===== src/rtl/dlkt_pkg.sv =====
// dlkt_pkg: shared constants, request and status codes, and types
// for the device link key table.
// No dependencies; used by dlkt_ctrl and device_link_key_table_unit.
`default_nettype none

package dlkt_pkg;

  // table geometry
  localparam int TABLE_ENTRIES = 16;
  localparam int IDX_W         = (TABLE_ENTRIES > 1) ? $clog2(TABLE_ENTRIES) : 1;
  localparam logic [IDX_W-1:0] LAST_IDX = IDX_W'(TABLE_ENTRIES - 1);

  // field widths
  localparam int KIND_W   = 2;
  localparam int ADDR_W   = 48;
  localparam int KEY_W    = 64;
  localparam int STATUS_W = 2;

  // one table entry: address in the low bits, then key halves
  localparam int ENTRY_W = ADDR_W + 2 * KEY_W;

  // stream payload widths
  localparam int IN_DATA_W  = ADDR_W + 2 * KEY_W;
  localparam int OUT_BITS   = STATUS_W + 2 * KEY_W;
  localparam int OUT_DATA_W = ((OUT_BITS + 7) / 8) * 8;

  // request codes
  localparam logic [KIND_W-1:0] KIND_GET    = 2'd0;
  localparam logic [KIND_W-1:0] KIND_PUT    = 2'd1;
  localparam logic [KIND_W-1:0] KIND_DELETE = 2'd2;

  // status codes
  localparam logic [STATUS_W-1:0] ST_HIT      = 2'd0;
  localparam logic [STATUS_W-1:0] ST_MISS     = 2'd1;
  localparam logic [STATUS_W-1:0] ST_INSERTED = 2'd2;
  localparam logic [STATUS_W-1:0] ST_FULL     = 2'd3;

  // memory access from the sequencer
  typedef struct packed {
    logic               re;
    logic [IDX_W-1:0]   raddr;
    logic               we;
    logic [IDX_W-1:0]   waddr;
    logic [ENTRY_W-1:0] wdata;
  } ram_req_t;

  // finished result from the sequencer
  typedef struct packed {
    logic                valid;
    logic [STATUS_W-1:0] status;
    logic [KEY_W-1:0]    key_hi;
    logic [KEY_W-1:0]    key_lo;
  } result_t;

endpackage

`default_nettype wire


===== src/rtl/dlkt_ram.sv =====
// dlkt_ram: generic single-write, single-read synchronous RAM with
// a registered read port. No dependencies.
`default_nettype none

module dlkt_ram #(
  parameter int WIDTH = 8,
  parameter int DEPTH = 16
) (
  input  wire logic                                    clk,
  input  wire logic                                    we,
  input  wire logic [((DEPTH > 1) ? $clog2(DEPTH) : 1)-1:0] waddr,
  input  wire logic [WIDTH-1:0]                        wdata,
  input  wire logic                                    re,
  input  wire logic [((DEPTH > 1) ? $clog2(DEPTH) : 1)-1:0] raddr,
  output logic      [WIDTH-1:0]                        rdata
);

  logic [WIDTH-1:0] mem [DEPTH];

  // write port
  always_ff @(posedge clk) begin
    if (we) begin
      mem[waddr] <= wdata;
    end
  end

  // registered read port
  always_ff @(posedge clk) begin
    if (re) begin
      rdata <= mem[raddr];
    end
  end

endmodule

`default_nettype wire


===== src/rtl/dlkt_ctrl.sv =====
// dlkt_ctrl: request sequencer for the link key table. Holds the request,
// the entry valid bits, scans the entry memory and commits the update.
// Depends on dlkt_pkg.
`default_nettype none

module dlkt_ctrl (
  input  wire logic                              clk,
  input  wire logic                              rst_n,
  // request side
  input  wire logic                              req_valid,
  output logic                                   req_ready,
  input  wire logic [dlkt_pkg::KIND_W-1:0]       req_kind,
  input  wire logic [dlkt_pkg::ADDR_W-1:0]       req_addr,
  input  wire logic [dlkt_pkg::KEY_W-1:0]        req_key_hi,
  input  wire logic [dlkt_pkg::KEY_W-1:0]        req_key_lo,
  // entry memory
  output dlkt_pkg::ram_req_t                     ram_req,
  input  wire logic [dlkt_pkg::ENTRY_W-1:0]      ram_rdata,
  // result side
  output dlkt_pkg::result_t                      res,
  input  wire logic                              res_ready
);

  typedef enum logic [2:0] {
    S_IDLE   = 3'b001,
    S_SCAN   = 3'b010,
    S_COMMIT = 3'b100
  } state_t;

  state_t state_r, state_nxt;

  // held request
  logic [dlkt_pkg::KIND_W-1:0] kind_r;
  logic [dlkt_pkg::ADDR_W-1:0] addr_r;
  logic [dlkt_pkg::KEY_W-1:0]  key_hi_r, key_lo_r;

  // scan bookkeeping
  logic [dlkt_pkg::IDX_W-1:0]  issue_idx_r, issue_idx_nxt;
  logic                        issue_on_r, issue_on_nxt;
  logic                        pend_r, pend_nxt;
  logic [dlkt_pkg::IDX_W-1:0]  pend_idx_r, pend_idx_nxt;
  logic                        hit_r, hit_nxt;
  logic [dlkt_pkg::IDX_W-1:0]  hit_idx_r, hit_idx_nxt;
  logic                        free_r, free_nxt;
  logic [dlkt_pkg::IDX_W-1:0]  free_idx_r, free_idx_nxt;
  logic [dlkt_pkg::KEY_W-1:0]  hit_hi_r, hit_hi_nxt;
  logic [dlkt_pkg::KEY_W-1:0]  hit_lo_r, hit_lo_nxt;

  // entry valid bits
  logic [dlkt_pkg::TABLE_ENTRIES-1:0] valid_r, valid_nxt;

  logic                        accept;
  logic                        commit;
  logic                        match;
  logic [dlkt_pkg::ADDR_W-1:0] rd_addr;
  logic [dlkt_pkg::KEY_W-1:0]  rd_hi, rd_lo;

  assign req_ready = (state_r == S_IDLE);
  assign accept    = req_valid && req_ready;
  assign commit    = (state_r == S_COMMIT) && res_ready;

  // unpack the entry read back from memory
  assign rd_addr = ram_rdata[dlkt_pkg::ADDR_W-1:0];
  assign rd_hi   = ram_rdata[dlkt_pkg::ADDR_W +: dlkt_pkg::KEY_W];
  assign rd_lo   = ram_rdata[dlkt_pkg::ADDR_W + dlkt_pkg::KEY_W +: dlkt_pkg::KEY_W];
  assign match   = pend_r && valid_r[pend_idx_r] && (rd_addr == addr_r);

  // scan and commit sequencing
  always_comb begin
    state_nxt     = state_r;
    issue_idx_nxt = issue_idx_r;
    issue_on_nxt  = issue_on_r;
    pend_nxt      = 1'b0;
    pend_idx_nxt  = issue_idx_r;
    hit_nxt       = hit_r;
    hit_idx_nxt   = hit_idx_r;
    free_nxt      = free_r;
    free_idx_nxt  = free_idx_r;
    hit_hi_nxt    = hit_hi_r;
    hit_lo_nxt    = hit_lo_r;
    valid_nxt     = valid_r;

    ram_req       = '0;
    res           = '0;
    res.status    = dlkt_pkg::ST_MISS;

    case (state_r)
      S_IDLE: begin
        if (accept) begin
          state_nxt     = S_SCAN;
          issue_idx_nxt = '0;
          issue_on_nxt  = 1'b1;
          hit_nxt       = 1'b0;
          free_nxt      = 1'b0;
        end
      end
      S_SCAN: begin
        // read one entry per cycle
        ram_req.re    = issue_on_r;
        ram_req.raddr = issue_idx_r;
        pend_nxt      = issue_on_r;
        if (issue_on_r) begin
          if (issue_idx_r == dlkt_pkg::LAST_IDX) begin
            issue_on_nxt = 1'b0;
          end else begin
            issue_idx_nxt = issue_idx_r + 1'b1;
          end
        end
        // compare the entry that came back
        if (pend_r) begin
          if (match) begin
            hit_nxt     = 1'b1;
            hit_idx_nxt = pend_idx_r;
            hit_hi_nxt  = rd_hi;
            hit_lo_nxt  = rd_lo;
          end
          if (!valid_r[pend_idx_r] && !free_r) begin
            free_nxt     = 1'b1;
            free_idx_nxt = pend_idx_r;
          end
          if (pend_idx_r == dlkt_pkg::LAST_IDX) begin
            state_nxt = S_COMMIT;
          end
        end
      end
      S_COMMIT: begin
        res.valid = 1'b1;
        case (kind_r)
          dlkt_pkg::KIND_GET: begin
            if (hit_r) begin
              res.status = dlkt_pkg::ST_HIT;
              res.key_hi = hit_hi_r;
              res.key_lo = hit_lo_r;
            end
          end
          dlkt_pkg::KIND_PUT: begin
            ram_req.wdata = {key_lo_r, key_hi_r, addr_r};
            if (hit_r) begin
              res.status    = dlkt_pkg::ST_HIT;
              ram_req.we    = commit;
              ram_req.waddr = hit_idx_r;
            end else if (free_r) begin
              res.status    = dlkt_pkg::ST_INSERTED;
              ram_req.we    = commit;
              ram_req.waddr = free_idx_r;
              if (commit) begin
                valid_nxt[free_idx_r] = 1'b1;
              end
            end else begin
              res.status = dlkt_pkg::ST_FULL;
            end
          end
          dlkt_pkg::KIND_DELETE: begin
            if (hit_r) begin
              res.status = dlkt_pkg::ST_HIT;
              if (commit) begin
                valid_nxt[hit_idx_r] = 1'b0;
              end
            end
          end
          default: begin
          end
        endcase
        if (commit) begin
          state_nxt = S_IDLE;
        end
      end
      default: begin
        state_nxt = S_IDLE;
      end
    endcase
  end

  // control registers
  always_ff @(posedge clk) begin
    if (!rst_n) begin
      state_r    <= S_IDLE;
      valid_r    <= '0;
      issue_on_r <= 1'b0;
      pend_r     <= 1'b0;
      hit_r      <= 1'b0;
      free_r     <= 1'b0;
    end else begin
      state_r    <= state_nxt;
      valid_r    <= valid_nxt;
      issue_on_r <= issue_on_nxt;
      pend_r     <= pend_nxt;
      hit_r      <= hit_nxt;
      free_r     <= free_nxt;
    end
  end

  // payload registers
  always_ff @(posedge clk) begin
    issue_idx_r <= issue_idx_nxt;
    pend_idx_r  <= pend_idx_nxt;
    hit_idx_r   <= hit_idx_nxt;
    free_idx_r  <= free_idx_nxt;
    hit_hi_r    <= hit_hi_nxt;
    hit_lo_r    <= hit_lo_nxt;
    if (accept) begin
      kind_r   <= req_kind;
      addr_r   <= req_addr;
      key_hi_r <= req_key_hi;
      key_lo_r <= req_key_lo;
    end
  end

  // memory is written only when a result leaves
  a_write_on_commit: assert property (@(posedge clk) disable iff (!rst_n)
    ram_req.we |-> commit)
    else $error("entry write outside commit");

  // a recorded hit always points at a live entry
  a_hit_live: assert property (@(posedge clk) disable iff (!rst_n)
    (hit_r && state_r != S_IDLE) |-> valid_r[hit_idx_r])
    else $error("hit on an invalid entry");

  // a recorded free slot is still free until commit
  a_free_empty: assert property (@(posedge clk) disable iff (!rst_n)
    (free_r && state_r != S_IDLE) |-> !valid_r[free_idx_r])
    else $error("free slot already in use");

  // valid bits change only on a committed item
  a_valid_stable: assert property (@(posedge clk) disable iff (!rst_n)
    !$past(commit) |-> $stable(valid_r))
    else $error("valid bits changed without commit");

endmodule

`default_nettype wire


===== src/rtl/device_link_key_table_unit.sv =====
// Device link key table: associative store of 16 entries mapping 48-bit
// device addresses to 128-bit link keys.
//
// in_*: one request item per handshake (tvalid and tready high). in_tuser
// carries the request kind (0 get, 1 put, 2 delete); in_tdata carries the
// address and the two key halves. out_*: exactly one result item per
// request, in request order, with a status code and, on a get hit, the key.
//
// Flow: a request is taken only while the sequencer is idle. It then
// reads the entry memory once per entry over its single read port,
// waits for the last read to return and commits the update; only then
// is the sequencer idle again and ready to accept the next request.
// The result sits in an output register; a new request is accepted while
// it waits. If the receiver stalls, the next item stops at its commit step
// until the output register empties; nothing is dropped.
//
// Reset (rst_n low, synchronous) clears all entry valid bits at once: the
// table is empty and ready on the first cycle after reset.
// Depends on dlkt_pkg, dlkt_ram and dlkt_ctrl.
`default_nettype none

module device_link_key_table_unit (
  input  wire logic                                clk,
  input  wire logic                                rst_n,
  // request channel
  input  wire logic                                in_tvalid,
  output logic                                     in_tready,
  // [47:0] device_address, [111:48] key_upper, [175:112] key_lower
  input  wire logic [dlkt_pkg::IN_DATA_W-1:0]      in_tdata,
  // [1:0] kind
  input  wire logic [dlkt_pkg::KIND_W-1:0]         in_tuser,
  // result channel
  output logic                                     out_tvalid,
  input  wire logic                                out_tready,
  // [1:0] status, [65:2] found_key_upper, [129:66] found_key_lower,
  // [135:130] zero
  output logic      [dlkt_pkg::OUT_DATA_W-1:0]     out_tdata
);

  dlkt_pkg::ram_req_t                ram_req;
  dlkt_pkg::result_t                 res;
  logic [dlkt_pkg::ENTRY_W-1:0]      ram_rdata;
  logic                              res_ready;
  logic                              out_valid_r;
  logic [dlkt_pkg::OUT_DATA_W-1:0]   out_data_r;

  // sequencer
  dlkt_ctrl u_ctrl (
    .clk        (clk),
    .rst_n      (rst_n),
    .req_valid  (in_tvalid),
    .req_ready  (in_tready),
    .req_kind   (in_tuser),
    .req_addr   (in_tdata[dlkt_pkg::ADDR_W-1:0]),
    .req_key_hi (in_tdata[dlkt_pkg::ADDR_W +: dlkt_pkg::KEY_W]),
    .req_key_lo (in_tdata[dlkt_pkg::ADDR_W + dlkt_pkg::KEY_W +: dlkt_pkg::KEY_W]),
    .ram_req    (ram_req),
    .ram_rdata  (ram_rdata),
    .res        (res),
    .res_ready  (res_ready)
  );

  // entry memory: address and key per slot
  dlkt_ram #(
    .WIDTH (dlkt_pkg::ENTRY_W),
    .DEPTH (dlkt_pkg::TABLE_ENTRIES)
  ) u_ram (
    .clk   (clk),
    .we    (ram_req.we),
    .waddr (ram_req.waddr),
    .wdata (ram_req.wdata),
    .re    (ram_req.re),
    .raddr (ram_req.raddr),
    .rdata (ram_rdata)
  );

  // output register
  assign res_ready = !out_valid_r || out_tready;

  always_ff @(posedge clk) begin
    if (!rst_n) begin
      out_valid_r <= 1'b0;
    end else if (res_ready) begin
      out_valid_r <= res.valid;
    end
  end

  always_ff @(posedge clk) begin
    if (res_ready && res.valid) begin
      out_data_r <= dlkt_pkg::OUT_DATA_W'({res.key_lo, res.key_hi, res.status});
    end
  end

  assign out_tvalid = out_valid_r;
  assign out_tdata  = out_data_r;

endmodule

`default_nettype wire

===== config.mk =====
export PLATFORM = sky130hd
export DESIGN_NAME = device_link_key_table_unit
export DESIGN_NICKNAME = d
export VERILOG_FILES = /design/src/rtl/dlkt_pkg.sv /design/src/rtl/dlkt_ram.sv /design/src/rtl/dlkt_ctrl.sv /design/src/rtl/device_link_key_table_unit.sv
export SDC_FILE = /design/constraint.sdc
export NUM_CORES = 2
export LEC_CHECK = 0
export BUFFER_PORTS_ARGS = -buffer_cell sky130_fd_sc_hd__buf_2
export CORE_MARGIN = 1.5
export CORE_UTILIZATION = 60
export DETAILED_ROUTE_END_ITERATION = 8
export PLACE_DENSITY = 0.88
export SLEW_MARGIN = 20
export SYNTH_ARGS = -nofsm -noshare
export SYNTH_HDL_FRONTEND = slang
export SYNTH_SLANG_ARGS = --single-unit

===== constraint.sdc =====
create_clock -name clk -period 15.53 [get_ports clk]
set_input_delay 0.7765 -clock clk [delete_from_list [all_inputs] [get_ports clk]]
set_output_delay 0.7765 -clock clk [all_outputs]
set_load 0.03 [all_outputs]

Word-level counts from Yosys, hierarchy flattened
Memory sizes are Yosys's and may differ from the RTL's. A register that Yosys moved wholly into a read port is not among the register bits.
Cells that the tools add are included.
{ "totals": {"register_bits": 476, "ramBits": 2816, "input_bits": 182, "elab_cells": 121, "n_memories": 1} }
{ "op_classes": {"n_addsub": 1, "order_cmp": 5, "eq_ne": 21, "muxes": 46, "bitwise_logic": 3, "n_reduce_logical": 25} }
{ "memory_table": {"columns": ["name", "words", "word_bits", "rd", "rd_clocked_by_memory_dff", "wr", "line_no", "rtl"], "rows": [
  ["u_ram.mem", 16, 176, 1, 1, 1, "dlkt_ram.sv:18", "logic [WIDTH-1:0] mem [DEPTH];"]
]} }
{ "ops": {"columns": ["cell", "n"], "rows": [
  ["$mux 181", 2],
  ["$mux 131", 1],
  ["$mux 129", 1],
  ["$mux 128", 1],
  ["$mux 16", 5],
  ["$eq 48x48->1", 1],
  ["$pmux 16 s2", 1],
  ["$ne 2x1->1 const B", 10],
  ["$and 16x16->16", 1],
  ["$not 16->16", 1],
  ["$or 16x16->16", 1],
  ["$reduce_and 4->1", 4],
  ["$lt 4x5->1 const B", 3],
  ["$mux 1", 15],
  ["$mux 5", 3],
  ["$mux 3", 4],
  ["$mux 4", 3],
  ["$pmux 3 s3", 1],
  ["$reduce_and 3->1", 3],
  ["$demux 1 s4", 2],
  ["$eq 4x4->1 const B", 2],
  ["$ge 4x1->1 const B", 2],
  ["$logic_and 1x1->1", 8],
  ["$pmux 4 s2", 1],
  ["other kinds (17)", 25]
]} }

Depth between registers and ports, before layout
{ "depth": {"ltp_word": 9, "depth_mapped": 10} }

Modules after synthesis
A second synthesis with hierarchy kept.
{ "hier_totals": {"cells_unflattened": 5673, "hier_area_um2": 128712.2} }
{ "by_module_without_submodules": {"columns": ["module", "instances", "cells_each", "area_each_um2"], "rows": [
  ["dlkt_ram", 1, 4601, 110896.4],
  ["dlkt_ctrl", 1, 930, 13805.7],
  ["device_link_key_table_unit", 1, 142, 4010.1]
]} }

Worst setup path after synthesis
No wires, ideal clock.
{ "synth_path": {"kind": "reg2reg", "startpoint": "register u_ctrl.state_r[1]", "endpoint": "register u_ctrl.hit_hi_r[0] (netlist name), enable pin", "t_arrival_ns": 10.869, "required_time_ns": 14.718, "path_slack_ns": 3.850, "path_stages_with_launch": 7, "n_path_buf": 1, "cell_sequence": "dfxtp_1 buf_2 nor3b_2 nand2_1 nor4_1 nand4_1 nor3b_1"} }
{ "synth_between": {"elab_chain_len": 2} }
{ "synth_lines": {"columns": ["item", "line_no", "rtl"], "rows": [
  ["start: declaration", "dlkt_ctrl.sv:30", "state_t state_r, state_nxt;"],
  ["start signal: assignment", "dlkt_ctrl.sv:184", "state_r <= state_nxt;"],
  ["$eq 3x2->1", "dlkt_ctrl.sv:87", "case (state_r)"],
  ["$reduce_and 3->1 (no line)", null, null],
  ["end signal: assignment", "dlkt_ctrl.sv:199", "hit_hi_r <= hit_hi_nxt;"],
  ["end: declaration", "dlkt_ctrl.sv:46", "logic [dlkt_pkg::KEY_W-1:0] hit_hi_r, hit_hi_nxt;"]
]} }
Every way passes these cells.
A chain may end at the register's enable or synchronous reset.

Worst setup path after layout
{ "layout_path": {"startpoint": "register u_ctrl.state_r[1]", "endpoint": "register u_ram.rdata[73] (read register of u_ram.mem) (data pin)"} }
{ "layout_between": {"elab_chain_len": 2} }
{ "layout_lines": {"columns": ["item", "line_no", "rtl"], "rows": [
  ["$eq 3x2->1", "dlkt_ctrl.sv:87", null],
  ["$mux 5", "dlkt_ctrl.sv:87", null],
  ["end: declaration", "dlkt_ram.sv:15", "output logic [WIDTH-1:0] rdata"]
]} }
Every way passes these cells.

==> flow_summary.yaml <==
run_status:
  outcome: "finished, final reports clean"
clock_network:
  cts_sinks: 3468
  cts_root_buf: "clkbuf_16"
  cts_buffers: 345
  path_clk_slew_ns: 0.07
  cts-htree-levels: 5
  clockBufferDepth: 4
  cts_setup_buffers: 0
  clock_latency_ns: 1.01
  cts_tree: "built"
hold_path:
  hold_end: "u_ctrl.addr_r[27]"
  hold_path.class: "input port to flop"
  hold_start: "in_tdata[27]"
  hold_depth: 1
logic_synthesis:
  yosys-top-cells-area: "edfxtp_1 (78%), mux2i_1 (5.4%), mux4_2 (2.0%), and2_1 (1.6%), a211oi_1 (1.5%)"
  synth_cell_types: 64
  synth.yosys.seq_area_share_pct: 78.44
  async_reset_ff_share_pct: 0
  syn-instance-count: 7604
  synth_common_cells: "edfxtp_1 (3440), mux2i_1 (711), nand2_1 (419)"
  synth_most_common_cell: "edfxtp_1"
  syn_area_sq_mm: 0.1324
  yosysTopAreaCellShare_pct: 78.02
  yosys_register_bits: 3468
  ys.flop_type: "edfxtp_1"
  yosysTopAreaCell: "edfxtp_1"
  ys_warn_count: 0
  synth-edff-count: 3440
  syn_avg_cell_area_sq_um: 17.41
job:
  drv_cap: 0
routing:
  wl_per_cell_um: 32.69
  drc: 0
  vias: 79650
  antenna_left: 0
  vias_per_cell: 7.109
  wirelength_um: 366200
  firstDrtPassIters: 9
  drt_iter0_drc: 14440
power_and_ir_drop:
  combPwrFrac_pct: 5.2
  p_leak_nw: 55.70
  ir_worst_vdd_v: 0.00009187
  p_int_w: 0.01507
  seq_power_share_pct: 53.2
  power_switching_w: 0.004303
  clockPowerShare_pct: 41.6
  pwr_density_cell_mw_per_mm2: 130.0
  p_sw_share_pct: 22.21
global_routing:
  first_global_vias: 80170
  grt-ovfl-total: 0
  grtUsageTotal_pct: 31.85
  antenna_found_initial: 11
  grt_max_degree: 164
  grt_pass1_wl_um: 520200
cells_and_area:
  fill_cells: 12460
  multi_input_area_sq_mm: 0.02633
  fin_util_pct: 67.89
  ff_latch_area_sq_mm: 0.1039
  nNetsFinal: 8258
  areaGrowthSynthToFinish_pct: 12.55
  drive_above_1_share_pct: 12.88
worst_setup_path:
  slowest_delay_ns: 1.01
  r2r.worst_path.cells: 8
  start_kind: "flop"
  worst_setup_path_end_kind: "flop"
  slowest_stage: "and4bb_4"
  cpMostUsedCell: "buf_4"
  r2r_end: "u_ram.rdata[73]"
  crit_fanout: 58
  timing.rr.start: "u_ctrl.state_r[1]"
  critPathRequiredTime_ns: 16.26
  setup.worst_path.class: "flop to flop"
  ff2ff_setup_slack_ns: 9.92
  crit_chain: "and4bb_4 -> buf_4 -> buf_4 -> buf_4 -> mux4_2 -> nand2_1 -> o31ai_1 -> o22a_1"
  worst_ep_arrival_time_ns: 6.33
placed_design:
  port-buffer-count: 313
  place_ws_ns: 10.21
  dpl.hpwl_um: 174600
  routabilityCongestion: 0.8781
floorplanning:
  initial_utilization_pct: 60.32
  die_w_um: 472.8
  design.die.area_sq_mm: 0.2235
  core_sq_mm: 0.2195
  fp-row-count: 172
  die_h_um: 472.8
  pin_count: 320
sta:
  finalMaxSlewViolations: 0
  fin_tns_setup_ns: 0
  holdWs_ns: 0.1532
  setup_viol: 0
  finalCriticalPeriod_ns: 5.606
  postLayoutSetupSlackWorst_ns: 9.924
  fmax_mhz: 178.4
  post-route-period-util_pct: 36.10
  max-slew-margin-rel_pct: 14.96
  hold_viol_final: 0
  rsz0062_at_grt: "no"
  worst_slew_pin_slew_ns: 1.271
  skew_ns: 0.07265
per-stage QoR:
step                      instance area [sq um]  cells  total power [W]
after floorplan                          132400   7609          0.01109
after global placement                   136400  10410          0.01138
after detailed placement                 136500  10420          0.01141
after CTS                                148900  11190          0.01929
after global routing                     149000  11200          0.01972
final                                    149000  11200          0.01937
repair_timing:
action,CTS,global route
resized for setup,0,0
endpoints found under the setup margin,0,0
endpoints found under the hold margin,176,0
hold buffers,176,0
sequential cells by signal (all words and copies together) (netlist names), 2 cells and up:
name / cells
u_ctrl.hit_hi_r: 64
u_ctrl.pend_idx_r: 4
u_ctrl.free_idx_r: 4
u_ctrl.hit_idx_r: 4
u_ram.rdata: 176
u_ctrl.key_hi_r: 64
u_ctrl.hit_lo_r: 64
out_tdata: 130
u_ctrl.issue_idx_r: 4
u_ctrl.state_r: 3
u_ram.mem: 2816
u_ctrl.key_lo_r: 64
u_ctrl.addr_r: 48
u_ctrl.valid_r: 16
u_ctrl.kind_r: 2
power by group through the flow:
stage	logic, W	registers (W)	clock network [W]
finish	0.00101	0.0103	0.00806
global route	0.00103	0.0103	0.00839
CTS	0.000966	0.0103	0.00802
detailed placement	0.000907	0.0105	0
global placement	0.000874	0.0105	0
floorplan	0.000633	0.0105	0
cell families (layout without fill, tap and decap cells):
kind of cell | count (synthesis) | count (layout) | synth area share (%)
adders and majority gates | 1 | 1 | 0.009448
xor gates and xnor gates | 43 | 43 | 0.2844
AOI/OAI and AO/OA | 1140 | 1140 | 5.948
and+or+nand+nor | 1615 | 1615 | 5.981
buffers and inverters | 501 | 1218 | 1.895
other | 1 | 13 | 0.002832
DFF | 3468 | 3468 | 78.44
muxes | 835 | 835 | 7.442
worst max path at each step:
stage	cells after the start	slack (ns)	start	endpoint
3_5_place_dp	7	10.21	u_ctrl.state_r[1]	u_ram.rdata[17]
4_1_cts	7	9.95	u_ctrl.state_r[1]	u_ram.rdata[17]
6_report	8	9.92	u_ctrl.state_r[1]	u_ram.rdata[73]
2_1_floorplan	6	3.85	u_ctrl.state_r[1]	u_ctrl.hit_hi_r[0]
5_1_grt	8	9.78	u_ctrl.state_r[1]	u_ram.rdata[40]
3_3_place_gp	7	10.36	u_ctrl.state_r[1]	u_ram.rdata[157]
routing by layer:
| layer | part of all wire [%] | vias up | GRT usage (%) |
|---|---|---|---|
| li1 | - | 31050 | - |
| met2 | 47 | 8342 | 49.97 |
| met4 | 6.3 | 18 | 19.66 |
| met5 | 0.042 | - | 0 |
| met3 | 15 | 1594 | 8.827 |
| met1 | 32 | 38650 | 39.59 |
critical path: cells and delay by family, from the launching register on:
family	cells	cell delay (ns)
buffers and inverters	3	2.47
DFF	1	0.73
muxes	1	0.44
AOI/OAI and AO/OA	2	0.40
and+or+nand+nor	2	1.13
layout by cell type, fill, tap and decap left out, types with 66 or more instances in the layout:
cell / synthesis / layout
dlygate4sd3_1: 0 / 176
o221ai_1: 219 / 219
buf_4: 57 / 86
a21oi_1: 275 / 275
a211oi_1: 267 / 267
nor3_1: 361 / 361
buf_2: 158 / 313
clkbuf_16: 0 / 351
edfxtp_1: 3440 / 3440
clkinv_2: 0 / 66
clkinv_1: 0 / 74
nor2_1: 262 / 244
nand2_1: 419 / 415
o22ai_1: 191 / 191
mux2i_1: 711 / 711
nand3_1: 102 / 100
and2_1: 334 / 333
mux4_2: 119 / 119
area by class of cell:
type	count	share of cell area, %
diodes	7	0.01175
well taps	2871	2.410
clock buffers	407	6.041
flip-flops and latches	3468	69.69
clock inverters	191	1.058
inverters	15	0.04282
multi-input cells	3640	17.67
repair buffers	605	3.076
(Power assumes the default switching activity.)
